`src/rtl/srb_pkg.sv`:
```
`timescale 1ns / 1ps
// ----------------------------------------------------------------------------
// srb_pkg
// Shared types, codes and constants of the sequence reorder buffer.
// ----------------------------------------------------------------------------
package srb_pkg;

    localparam int SLOTS       = 32;
    localparam int IDX_W       = (SLOTS > 1) ? $clog2(SLOTS) : 1;
    localparam bit SLOTS_POW2  = ((SLOTS & (SLOTS - 1)) == 0);
    localparam int MAX_RESULTS = 32;
    localparam int CNT_W       = $clog2(MAX_RESULTS + 1);

    localparam logic [15:0] HOLD_RESET = 16'd50;

    // reciprocal for seq mod SLOTS when SLOTS is not a power of two
    localparam int RECIP_SH = 16 + IDX_W;
    localparam int RECIP    = ((1 << RECIP_SH) + SLOTS - 1) / SLOTS;

    typedef enum logic [1:0] {
        REQ_INSERT = 2'd0,
        REQ_DRAIN  = 2'd1,
        REQ_FLUSH  = 2'd2
    } t_req;

    typedef enum logic [2:0] {
        ST_IN_ORDER  = 3'd0,
        ST_EARLY     = 3'd1,
        ST_LATE      = 3'd2,
        ST_COLLISION = 3'd3,
        ST_RELEASED  = 3'd4,
        ST_NOTHING   = 3'd5,
        ST_FLUSHED   = 3'd6
    } t_status;

    typedef enum logic [1:0] {
        OUT_LIVE = 2'd0,
        OUT_INS  = 2'd1,
        OUT_PEND = 2'd2
    } t_out_sel;

    typedef struct packed {
        logic     capture;
        logic     insert;
        logic     flush;
        logic     mem_rd;
        logic     rel;
        logic     arm;
        logic     skip;
        logic     out_load;
        t_out_sel out_sel;
        t_status  out_status;
        logic     out_last;
    } t_dp_cmd;

    typedef struct packed {
        logic [1:0] req;
        logic       started;
        logic       hit_full;
        logic       hit_match;
        logic       miss_match;
        logic       timed_out;
        logic       out_free;
    } t_dp_stat;

    function automatic logic [IDX_W-1:0] slot_index(input logic [15:0] seq);
        logic [39:0] prod;
        logic [15:0] quo;
        logic [15:0] rem;
        prod = 40'(seq) * 40'(RECIP);
        quo  = 16'(prod >> RECIP_SH);
        rem  = seq - 16'(quo * 16'(SLOTS));
        slot_index = SLOTS_POW2 ? seq[IDX_W-1:0] : rem[IDX_W-1:0];
    endfunction

endpackage

```
`src/rtl/srb_datapath.sv`:
```
`timescale 1ns / 1ps
// ----------------------------------------------------------------------------
// srb_datapath
// Slot storage, sequence tracking, hold timer, counters, the pending release
// and the output register of the reorder buffer.
// ----------------------------------------------------------------------------
module srb_datapath (
    input  logic                       i_clk,
    input  logic                       i_rst_n,
    input  logic [1:0]                 i_s_axis_tuser,   // req_type
    input  logic [79:0]                i_s_axis_tdata,   // seq_num, payload, now_ms
    input  logic                       i_cfg_valid,
    output logic                       o_cfg_ready,
    input  logic [15:0]                i_cfg_data,
    output logic                       o_m_axis_tvalid,
    input  logic                       i_m_axis_tready,
    output logic [159:0]               o_m_axis_tdata,
    output logic [2:0]                 o_m_axis_tuser,
    output logic                       o_m_axis_tlast,
    input  srb_pkg::t_dp_cmd           i_cmd,
    output srb_pkg::t_dp_stat          o_stat
);

    // captured item
    logic [1:0]  r_req;
    logic [15:0] r_seq;
    logic [31:0] r_pay;
    logic [31:0] r_now;

    // block state
    logic [15:0]                r_max_hold;
    logic [srb_pkg::SLOTS-1:0]  r_full;
    logic                       r_started;
    logic [15:0]                r_exp;
    logic [srb_pkg::IDX_W-1:0]  r_exp_idx;
    logic                       r_armed;
    logic [15:0]                r_miss_seq;
    logic [31:0]                r_miss_time;
    logic [31:0]                r_cnt_ins;
    logic [31:0]                r_cnt_drop;
    logic [31:0]                r_cnt_reord;
    srb_pkg::t_status           r_ins_status;

    // slot memory: {seq, handle}
    logic [47:0] r_mem [srb_pkg::SLOTS];
    logic [15:0] r_rd_seq;
    logic [31:0] r_rd_pay;

    // pending release
    logic [15:0] r_pd_seq;
    logic [31:0] r_pd_pay;
    logic [15:0] r_pd_next;
    logic [31:0] r_pd_ins;
    logic [31:0] r_pd_drop;
    logic [31:0] r_pd_reord;

    // output register
    logic             r_out_valid;
    srb_pkg::t_status r_out_status;
    logic [15:0]      r_out_seq;
    logic [31:0]      r_out_pay;
    logic             r_out_last;
    logic [15:0]      r_out_next;
    logic [31:0]      r_out_ins;
    logic [31:0]      r_out_drop;
    logic [31:0]      r_out_reord;

    logic [srb_pkg::IDX_W-1:0] ins_idx;
    logic [15:0]               exp_eff;
    logic [15:0]               ins_diff;
    logic                      ins_late;
    logic                      ins_coll;
    srb_pkg::t_status          ins_status;
    logic [15:0]               exp_inc;
    logic [srb_pkg::IDX_W-1:0] idx_inc;
    logic [31:0]               elapsed;

    assign ins_idx  = srb_pkg::slot_index(r_seq);
    assign exp_eff  = r_started ? r_exp : r_seq;
    assign ins_diff = r_seq - exp_eff;
    assign ins_late = ins_diff[15];
    assign ins_coll = r_full[ins_idx];

    always_comb begin
        if (ins_late) begin
            ins_status = srb_pkg::ST_LATE;
        end else if (ins_coll) begin
            ins_status = srb_pkg::ST_COLLISION;
        end else if (ins_diff != 16'd0) begin
            ins_status = srb_pkg::ST_EARLY;
        end else begin
            ins_status = srb_pkg::ST_IN_ORDER;
        end
    end

    // slot index follows the sequence; wraps to 0 with the 16-bit sequence
    assign exp_inc = r_exp + 16'd1;
    assign idx_inc = ((r_exp == 16'hFFFF) || (r_exp_idx == srb_pkg::IDX_W'(srb_pkg::SLOTS - 1)))
                   ? '0 : r_exp_idx + srb_pkg::IDX_W'(1);
    assign elapsed = r_now - r_miss_time;

    assign o_stat.req        = r_req;
    assign o_stat.started    = r_started;
    assign o_stat.hit_full   = r_full[r_exp_idx];
    assign o_stat.hit_match  = (r_rd_seq == r_exp);
    assign o_stat.miss_match = r_armed && (r_miss_seq == r_exp);
    assign o_stat.timed_out  = (elapsed >= {16'd0, r_max_hold});
    assign o_stat.out_free   = !r_out_valid || i_m_axis_tready;

    assign o_cfg_ready = 1'b1;

    always_ff @(posedge i_clk) begin
        if (!i_rst_n) begin
            r_max_hold  <= srb_pkg::HOLD_RESET;
            r_full      <= '0;
            r_started   <= 1'b0;
            r_exp       <= '0;
            r_exp_idx   <= '0;
            r_armed     <= 1'b0;
            r_miss_seq  <= '0;
            r_miss_time <= '0;
            r_cnt_ins   <= '0;
            r_cnt_drop  <= '0;
            r_cnt_reord <= '0;
            r_out_valid <= 1'b0;
        end else begin
            if (i_cfg_valid) begin
                r_max_hold <= i_cfg_data;
            end
            if (i_cmd.insert) begin
                r_cnt_ins <= r_cnt_ins + 32'd1;
                if (!r_started) begin
                    r_started <= 1'b1;
                    r_exp     <= r_seq;
                    r_exp_idx <= ins_idx;
                end
                if (ins_late || ins_coll) begin
                    r_cnt_drop <= r_cnt_drop + 32'd1;
                end else begin
                    r_full[ins_idx] <= 1'b1;
                    if (ins_diff != 16'd0) begin
                        r_cnt_reord <= r_cnt_reord + 32'd1;
                    end
                end
            end
            if (i_cmd.flush) begin
                r_full    <= '0;
                r_started <= 1'b0;
                r_exp     <= '0;
                r_exp_idx <= '0;
                r_armed   <= 1'b0;
            end
            if (i_cmd.rel) begin
                r_full[r_exp_idx] <= 1'b0;
                r_exp             <= exp_inc;
                r_exp_idx         <= idx_inc;
            end
            if (i_cmd.arm) begin
                r_armed     <= 1'b1;
                r_miss_seq  <= r_exp;
                r_miss_time <= r_now;
            end
            if (i_cmd.skip) begin
                r_cnt_drop <= r_cnt_drop + 32'd1;
                r_exp      <= exp_inc;
                r_exp_idx  <= idx_inc;
                r_armed    <= 1'b0;
            end
            if (i_cmd.out_load) begin
                r_out_valid <= 1'b1;
            end else if (i_m_axis_tready) begin
                r_out_valid <= 1'b0;
            end
        end
    end

    always_ff @(posedge i_clk) begin
        if (i_cmd.insert && !ins_late && !ins_coll) begin
            r_mem[ins_idx] <= {r_seq, r_pay};
        end
        if (i_cmd.mem_rd) begin
            {r_rd_seq, r_rd_pay} <= r_mem[r_exp_idx];
        end
    end

    always_ff @(posedge i_clk) begin
        if (i_cmd.capture) begin
            r_req <= i_s_axis_tuser;
            r_seq <= i_s_axis_tdata[15:0];
            r_pay <= i_s_axis_tdata[47:16];
            r_now <= i_s_axis_tdata[79:48];
        end
        if (i_cmd.insert) begin
            r_ins_status <= ins_status;
        end
        if (i_cmd.rel) begin
            r_pd_seq   <= r_rd_seq;
            r_pd_pay   <= r_rd_pay;
            r_pd_next  <= exp_inc;
            r_pd_ins   <= r_cnt_ins;
            r_pd_drop  <= r_cnt_drop;
            r_pd_reord <= r_cnt_reord;
        end
        if (i_cmd.out_load) begin
            r_out_last <= i_cmd.out_last;
            case (i_cmd.out_sel)
                srb_pkg::OUT_PEND: begin
                    r_out_status <= srb_pkg::ST_RELEASED;
                    r_out_seq    <= r_pd_seq;
                    r_out_pay    <= r_pd_pay;
                    r_out_next   <= r_pd_next;
                    r_out_ins    <= r_pd_ins;
                    r_out_drop   <= r_pd_drop;
                    r_out_reord  <= r_pd_reord;
                end
                srb_pkg::OUT_INS: begin
                    r_out_status <= r_ins_status;
                    r_out_seq    <= '0;
                    r_out_pay    <= '0;
                    r_out_next   <= r_exp;
                    r_out_ins    <= r_cnt_ins;
                    r_out_drop   <= r_cnt_drop;
                    r_out_reord  <= r_cnt_reord;
                end
                default: begin
                    r_out_status <= i_cmd.out_status;
                    r_out_seq    <= '0;
                    r_out_pay    <= '0;
                    r_out_next   <= r_exp;
                    r_out_ins    <= r_cnt_ins;
                    r_out_drop   <= r_cnt_drop;
                    r_out_reord  <= r_cnt_reord;
                end
            endcase
        end
    end

    assign o_m_axis_tvalid = r_out_valid;
    assign o_m_axis_tuser  = r_out_status;
    assign o_m_axis_tlast  = r_out_last;
    assign o_m_axis_tdata  = {r_out_reord, r_out_drop, r_out_ins, r_out_next,
                              r_out_pay, r_out_seq};

endmodule

```
`src/rtl/srb_ctrl.sv`:
```
`timescale 1ns / 1ps
// ----------------------------------------------------------------------------
// srb_ctrl
// Sequencer of the reorder buffer: decodes each request and steps a drain
// through the slots, one slot read and one decision per visit.
// ----------------------------------------------------------------------------
module srb_ctrl (
    input  logic              i_clk,
    input  logic              i_rst_n,
    input  logic              i_s_axis_tvalid,
    output logic              o_s_axis_tready,
    input  srb_pkg::t_dp_stat i_stat,
    output srb_pkg::t_dp_cmd  o_cmd
);

    typedef enum logic [2:0] {
        S_IDLE,
        S_EXEC,
        S_REPLY,
        S_READ,
        S_EVAL,
        S_END
    } t_state;

    t_state                      r_state, n_state;
    logic [srb_pkg::CNT_W-1:0]   r_cnt, n_cnt;
    logic                        r_skip, n_skip;
    logic                        r_pend, n_pend;
    srb_pkg::t_status            r_reply_status, n_reply_status;
    srb_pkg::t_out_sel           r_reply_sel, n_reply_sel;

    logic [srb_pkg::CNT_W-1:0]   cnt_inc;
    logic                        need_nothing;

    assign cnt_inc      = r_cnt + srb_pkg::CNT_W'(1);
    assign need_nothing = (r_cnt == '0) || r_skip;

    always_comb begin
        n_state         = r_state;
        n_cnt           = r_cnt;
        n_skip          = r_skip;
        n_pend          = r_pend;
        n_reply_status  = r_reply_status;
        n_reply_sel     = r_reply_sel;
        o_cmd           = '0;
        o_cmd.out_sel   = srb_pkg::OUT_LIVE;
        o_cmd.out_status = srb_pkg::ST_NOTHING;
        o_s_axis_tready = 1'b0;

        unique case (r_state)
            S_IDLE: begin
                o_s_axis_tready = 1'b1;
                if (i_s_axis_tvalid) begin
                    o_cmd.capture = 1'b1;
                    n_state       = S_EXEC;
                end
            end
            S_EXEC: begin
                n_reply_sel    = srb_pkg::OUT_LIVE;
                n_reply_status = srb_pkg::ST_NOTHING;
                n_state        = S_REPLY;
                unique case (i_stat.req)
                    srb_pkg::REQ_INSERT: begin
                        o_cmd.insert = 1'b1;
                        n_reply_sel  = srb_pkg::OUT_INS;
                    end
                    srb_pkg::REQ_DRAIN: begin
                        if (i_stat.started) begin
                            n_cnt   = '0;
                            n_skip  = 1'b0;
                            n_pend  = 1'b0;
                            n_state = S_READ;
                        end
                    end
                    srb_pkg::REQ_FLUSH: begin
                        o_cmd.flush    = 1'b1;
                        n_reply_status = srb_pkg::ST_FLUSHED;
                    end
                    default: begin
                    end
                endcase
            end
            S_REPLY: begin
                if (i_stat.out_free) begin
                    o_cmd.out_load   = 1'b1;
                    o_cmd.out_sel    = r_reply_sel;
                    o_cmd.out_status = r_reply_status;
                    o_cmd.out_last   = 1'b1;
                    n_state          = S_IDLE;
                end
            end
            S_READ: begin
                o_cmd.mem_rd = 1'b1;
                n_state      = S_EVAL;
            end
            S_EVAL: begin
                if (i_stat.hit_full) begin
                    if (!i_stat.hit_match) begin
                        n_state = S_END;
                    end else if (!r_pend || i_stat.out_free) begin
                        // earlier release goes out, this one waits for its last flag
                        o_cmd.rel = 1'b1;
                        if (r_pend) begin
                            o_cmd.out_load = 1'b1;
                            o_cmd.out_sel  = srb_pkg::OUT_PEND;
                            o_cmd.out_last = 1'b0;
                        end
                        n_pend  = 1'b1;
                        n_cnt   = cnt_inc;
                        n_skip  = 1'b0;
                        n_state = (cnt_inc == srb_pkg::CNT_W'(srb_pkg::MAX_RESULTS))
                                ? S_END : S_READ;
                    end
                end else if (!i_stat.miss_match) begin
                    o_cmd.arm = 1'b1;
                    n_state   = S_END;
                end else if (i_stat.timed_out) begin
                    o_cmd.skip = 1'b1;
                    n_skip     = 1'b1;
                    n_state    = S_READ;
                end else begin
                    n_state = S_END;
                end
            end
            S_END: begin
                if (i_stat.out_free) begin
                    o_cmd.out_load = 1'b1;
                    if (r_pend) begin
                        o_cmd.out_sel  = srb_pkg::OUT_PEND;
                        o_cmd.out_last = !need_nothing;
                        n_pend         = 1'b0;
                        if (!need_nothing) begin
                            n_state = S_IDLE;
                        end
                    end else begin
                        // closing transfer when nothing was released or a skip came last
                        o_cmd.out_sel    = srb_pkg::OUT_LIVE;
                        o_cmd.out_status = srb_pkg::ST_NOTHING;
                        o_cmd.out_last   = 1'b1;
                        n_state          = S_IDLE;
                    end
                end
            end
            default: begin
                n_state = S_IDLE;
            end
        endcase
    end

    always_ff @(posedge i_clk) begin
        if (!i_rst_n) begin
            r_state        <= S_IDLE;
            r_cnt          <= '0;
            r_skip         <= 1'b0;
            r_pend         <= 1'b0;
            r_reply_status <= srb_pkg::ST_NOTHING;
            r_reply_sel    <= srb_pkg::OUT_LIVE;
        end else begin
            r_state        <= n_state;
            r_cnt          <= n_cnt;
            r_skip         <= n_skip;
            r_pend         <= n_pend;
            r_reply_status <= n_reply_status;
            r_reply_sel    <= n_reply_sel;
        end
    end

endmodule

```
`src/rtl/sequence_reorder_buffer.sv`:
```
`timescale 1ns / 1ps
// ----------------------------------------------------------------------------
// sequence_reorder_buffer
// Reorder buffer for sequence-numbered packet handles with a hold timer.
// ----------------------------------------------------------------------------
// Usage:
//   Requests enter on the slave stream (tuser = request kind: insert, drain,
//   flush). Results leave on the master stream, tlast on the final transfer
//   of each request. max_hold_ms is written on the cfg channel, always ready,
//   by the user only while the block is idle; the block does not enforce it.
//   Insert, flush and an unknown request give one result: the request is
//   captured, then executed, then its result is loaded into the output
//   register once that is free; the next request is taken after that.
//   A drain visits one slot at a time (registered slot read, then the
//   decision) and releases at most 32 packets; a release is held one visit
//   so its tlast is known, and the closing transfer follows the last visit.
//   One request is worked at a time; the slave side is ready only between
//   requests.
//   A stalled receiver holds the output register and the drain waits for it;
//   nothing is lost. Reset clears all slots, the counters and the expected
//   sequence and sets max_hold_ms to 50; no clearing pass is needed.
// ----------------------------------------------------------------------------
module sequence_reorder_buffer (
    input  logic         i_clk,
    input  logic         i_rst_n,
    input  logic         i_s_axis_tvalid,
    output logic         o_s_axis_tready,
    input  logic [79:0]  i_s_axis_tdata,   // seq_num, payload, now_ms
    input  logic [1:0]   i_s_axis_tuser,   // req_type
    output logic         o_m_axis_tvalid,
    input  logic         i_m_axis_tready,
    output logic [159:0] o_m_axis_tdata,   // out_seq, out_payload, next_seq,
                                           // inserted_count, dropped_count,
                                           // reordered_count
    output logic [2:0]   o_m_axis_tuser,   // status
    output logic         o_m_axis_tlast,   // last
    input  logic         i_cfg_valid,
    output logic         o_cfg_ready,
    input  logic [15:0]  i_cfg_data        // max_hold_ms
);

    srb_pkg::t_dp_cmd  cmd;
    srb_pkg::t_dp_stat stat;

    srb_ctrl u_ctrl (
        .i_clk           (i_clk),
        .i_rst_n         (i_rst_n),
        .i_s_axis_tvalid (i_s_axis_tvalid),
        .o_s_axis_tready (o_s_axis_tready),
        .i_stat          (stat),
        .o_cmd           (cmd)
    );

    srb_datapath u_datapath (
        .i_clk           (i_clk),
        .i_rst_n         (i_rst_n),
        .i_s_axis_tuser  (i_s_axis_tuser),
        .i_s_axis_tdata  (i_s_axis_tdata),
        .i_cfg_valid     (i_cfg_valid),
        .o_cfg_ready     (o_cfg_ready),
        .i_cfg_data      (i_cfg_data),
        .o_m_axis_tvalid (o_m_axis_tvalid),
        .i_m_axis_tready (i_m_axis_tready),
        .o_m_axis_tdata  (o_m_axis_tdata),
        .o_m_axis_tuser  (o_m_axis_tuser),
        .o_m_axis_tlast  (o_m_axis_tlast),
        .i_cmd           (cmd),
        .o_stat          (stat)
    );

endmodule

```
`config.mk`:
```
export PLATFORM = sky130hd
export DESIGN_NAME = sequence_reorder_buffer
export DESIGN_NICKNAME = d
export VERILOG_FILES = /design/src/rtl/srb_pkg.sv /design/src/rtl/srb_datapath.sv /design/src/rtl/srb_ctrl.sv /design/src/rtl/sequence_reorder_buffer.sv
export SDC_FILE = /design/constraint.sdc
export NUM_CORES = 2
export LEC_CHECK = 0
export BUFFER_PORTS_ARGS = -buffer_cell sky130_fd_sc_hd__buf_4
export CORE_UTILIZATION = 50
export DETAILED_ROUTE_END_ITERATION = 10
export PLACE_DENSITY = 0.69
export SYNTH_ARGS = -nofsm -noshare
export SYNTH_HDL_FRONTEND = slang
export SYNTH_SLANG_ARGS = --single-unit
```
`constraint.sdc`:
```
create_clock -name i_clk -period 15.79 [get_ports i_clk]
set_input_delay 3.158 -clock i_clk [delete_from_list [all_inputs] [get_ports i_clk]]
set_output_delay 3.158 -clock i_clk [all_outputs]
set_load 0.01 [all_outputs]
```
==> load_flow_metrics.sql <==
INSERT INTO impl_metrics (metric_group, metric, value, unit) VALUES
('critical_path', 'timing.critical_path.from_type', 'register', ''),
('grt', 'grt_max_degree', '121', ''),
('timing', 'fmax', '157', 'MHz'),
('power_and_ir_drop', 'clock_network_fraction_of_total_power', '0.426', ''),
('finish', 'layout-area-overhead-vs-synth', '14.0', '%'),
('timing', 'layout_min_cycle_time', '6.35', 'ns'),
('synthesis', 'ys_seq_area_frac', '0.739', ''),
('clocking', 'worst_setup_hold_path_clk_slew', '0.06', 'ns'),
('power_and_ir_drop', 'power.share.sequential', '0.535', ''),
('finish', 'fin_cells', '7638', ''),
('die', 'fp.dieArea', '176000', 'µm²'),
('power_and_ir_drop', 'p_int', '9.68', 'mW'),
('synthesis', 'synthFlopType', 'sky130_fd_sc_hd__edfxtp_1', ''),
('synthesis', 'async_reset_ff_frac', '0', ''),
('synthesis', 'post_synth_most_frequent_cells', 'sky130_fd_sc_hd__edfxtp_1 (1,992), sky130_fd_sc_hd__mux4_2 (400), sky130_fd_sc_hd__nand2_1 (255)', ''),
('power_and_ir_drop', 'p_sw_frac', '0.212', ''),
('clocking', 'clock_tree.root_cell', 'sky130_fd_sc_hd__clkbuf_16', ''),
('placed_design', 'dp_hpwl', '114', 'mm'),
('die', 'initial_core_util', '0.506', ''),
('synthesis', 'post_synth_adder_cell_area', '0.0112', ''),
('synthesis', 'synth_xor_area_frac', '0.0119', ''),
('clocking', 'clock_insertion_delay_worst_skew', '0.86', 'ns'),
('synthesis', 'synth.area.top_cells', 'sky130_fd_sc_hd__edfxtp_1 (69%), sky130_fd_sc_hd__mux4_2 (10%), sky130_fd_sc_hd__dfxtp_1 (5.3%)', ''),
('grt', 'gr-total-overflow', '0', ''),
('grt', 'grt_antenna_before_repair', '3', ''),
('timing', 'timing.setup.tns', '0', 'ns'),
('clocking', 'cts.repair.resized', '0', ''),
('clocking', 'ctsHtreeMaxLevel', '4', ''),
('clocking', 'numCtsBuffers', '215', ''),
('drt', 'drt_pre_antenna_iters', '5', ''),
('die', 'fp.dieW', '420', 'µm'),
('critical_path', 'crit_fanout', '120', ''),
('synthesis', 'yosys.cell_types.count', '96', ''),
('power_and_ir_drop', 'power.density_cell_area', '123', 'nW/µm²'),
('timing', 'grt_setup_unrepaired', 'false', ''),
('synthesis', 'synthDominantCellAreaShare', '0.686', ''),
('synthesis', 'mux_cell_area_share_after_synthesis', '0.121', ''),
('synthesis', 'ys_ff_latch', '2222', ''),
('synthesis', 'instance_count_of_the_mapped_netlist', '4812', ''),
('grt', 'via_count_of_the_first_global_routing_pass', '46100', ''),
('timing', 'worstMarginPinSlew', '1.27', 'ns'),
('job', 'maxCapViolCount', '0', ''),
('timing', 'timing.final.max_slew_violations', '0', ''),
('grt', 'grt_first_pass_wirelength', '309', 'mm'),
('drt', 'first_iter_violations', '5359', ''),
('critical_path', 'critical_path_class', 'reg -> reg', ''),
('synthesis', 'synth_most_common_cell', 'sky130_fd_sc_hd__edfxtp_1', ''),
('drt', 'antenna_violating_nets_post_route', '0', ''),
('placed_design', 'cell_area_placed', '92200', 'µm²'),
('critical_path', 'arrival_time_worst_endpoint', '7.08', 'ns'),
('finish', 'final_area', '99500', 'µm²'),
('clocking', 'cts_setup_buffers', '0', ''),
('die', 'rows', '152', ''),
('hold_path', 'hold_class', 'reg -> reg', ''),
('synthesis', 'netlist_area', '87200', 'µm²'),
('power_and_ir_drop', 'total_switching_power', '2.60', 'mW'),
('power_and_ir_drop', 'leakage_power_of_the_design', '31.6', 'nW'),
('timing', 'relSlewSlack', '0.153', ''),
('power_and_ir_drop', 'comb_power_share', '0.039', ''),
('synthesis', 'post_synthesis_compound_gate_area_fraction', '0.0522', ''),
('grt', 'global_route_usage_sum', '0.242', ''),
('timing', 'setup_viol', '0', ''),
('drt', 'via_count', '46900', ''),
('placed_design', 'io_buffer_count', '268', ''),
('synthesis', 'syn-num-nets', '4992', ''),
('clocking', 'cts_hold_buffers', '0', ''),
('timing', 'final-hold-violation-count', '0', ''),
('timing', 'hold_ws', '0.411', 'ns'),
('run_status', 'status', 'complete, no violations', ''),
('critical_path', 'cp-end-kind', 'register', ''),
('clocking', 'tritoncts_clock_tree', 'yes', '');
## per-layer routing
layer	part of all wire	track usage	up-vias
met5	0	0	-
met4	0.025	0.0709	0
met3	0.090	0.0520	348
met2	0.48	0.387	2274
met1	0.40	0.336	24200
li1	-	-	20100
## worst paths after layout
check,cells after the start,end,start,slack (ns)
worst max register to register,10,u_datapath.r_full[21],u_datapath.r_exp_idx[0],9.44
worst min-delay path,0,u_datapath.r_pd_pay[25],u_datapath.r_rd_pay[25],0.41
worst max-delay path,10,u_datapath.r_full[21],u_datapath.r_exp_idx[0],9.44
worst min register to register,0,u_datapath.r_pd_pay[25],u_datapath.r_rd_pay[25],0.41
## power by group through the flow
stage          registers (mW)  clock network, mW  logic (mW)
3_3_place_gp             6.69                  0       0.467
4_1_cts                  6.57               5.31       0.477
3_5_place_dp             6.69                  0       0.475
5_1_grt                  6.57               5.53       0.515
6_report                 6.57               5.24       0.475
2_1_floorplan            6.67                  0       0.297
## per-stage QoR
stage                     setup slack (ns)   util  total power, mW
after floorplan                       5.00      -             6.96
after global placement                9.36  0.534             7.15
after detailed placement              9.35  0.534             7.17
after CTS                             9.35  0.577             12.4
after global routing                  8.89  0.577             12.6
final                                 9.44  0.577             12.3
## cell type report
| class | count | area, µm² |
|---|---|---|
| inverter | 97 | 369 |
| antenna | 2 | 5.00 |
| sequential | 2222 | 64400 |
| tap | 2310 | 2890 |
| clock inverter | 139 | 1660 |
| multi-input combinational | 2231 | 21700 |
| timing repair buffer | 374 | 2830 |
| clock buffer | 263 | 5590 |
| fill | 12700 | 73000 |
## cell usage in the layout (no fill, tap or decap), types with 11 or more instances in the layout
master,count
sky130_fd_sc_hd__xor2_1,42
sky130_fd_sc_hd__mux2i_1,43
sky130_fd_sc_hd__a21oi_1,163
sky130_fd_sc_hd__nor2_1,134
sky130_fd_sc_hd__o21a_1,20
sky130_fd_sc_hd__clkinv_2,34
sky130_fd_sc_hd__clkbuf_1,45
sky130_fd_sc_hd__buf_4,372
sky130_fd_sc_hd__bufinv_16,30
sky130_fd_sc_hd__mux4_2,400
sky130_fd_sc_hd__xnor2_1,76
sky130_fd_sc_hd__inv_1,95
sky130_fd_sc_hd__or4_1,12
sky130_fd_sc_hd__or3_1,47
sky130_fd_sc_hd__a31oi_1,11
sky130_fd_sc_hd__ha_1,74
sky130_fd_sc_hd__edfxtp_1,1992
sky130_fd_sc_hd__o21ai_0,100
sky130_fd_sc_hd__o221a_2,36
sky130_fd_sc_hd__clkinv_1,48
sky130_fd_sc_hd__mux2_2,100
sky130_fd_sc_hd__nand2b_1,15
sky130_fd_sc_hd__a22oi_1,193
sky130_fd_sc_hd__nand3_1,70
sky130_fd_sc_hd__nor2b_1,14
sky130_fd_sc_hd__dfxtp_1,228
sky130_fd_sc_hd__a21o_1,11
sky130_fd_sc_hd__nor3_1,20
sky130_fd_sc_hd__clkbuf_16,215
sky130_fd_sc_hd__and2_1,57
sky130_fd_sc_hd__nand3b_1,14
sky130_fd_sc_hd__nand2_1,255
sky130_fd_sc_hd__nand4_1,81
sky130_fd_sc_hd__nor4_2,33
sky130_fd_sc_hd__o31ai_1,21
sky130_fd_sc_hd__and3_1,34
## logic make-up after synthesis
| family | count (synthesis) |
|---|---|
| compound gates | 656 |
| xor+xnor | 118 |
| fa+ha+maj | 77 |
| buf+inv | 359 |
| flops | 2222 |
| mux | 543 |
| other cells | 1 |
| simple gates | 836 |
## critical path, stage by stage, from the launching register on
cell,delay (ns)
sky130_fd_sc_hd__dfxtp_4,0.83
sky130_fd_sc_hd__buf_12,0.59
sky130_fd_sc_hd__buf_4,0.81
sky130_fd_sc_hd__mux4_2,0.36
sky130_fd_sc_hd__o22ai_1,0.08
sky130_fd_sc_hd__nor4_2,0.77
sky130_fd_sc_hd__and2_1,0.33
sky130_fd_sc_hd__and3_4,0.63
sky130_fd_sc_hd__buf_12,0.60
sky130_fd_sc_hd__nand2_1,0.50
sky130_fd_sc_hd__o221a_2,0.39
(Power assumes the default switching activity.)
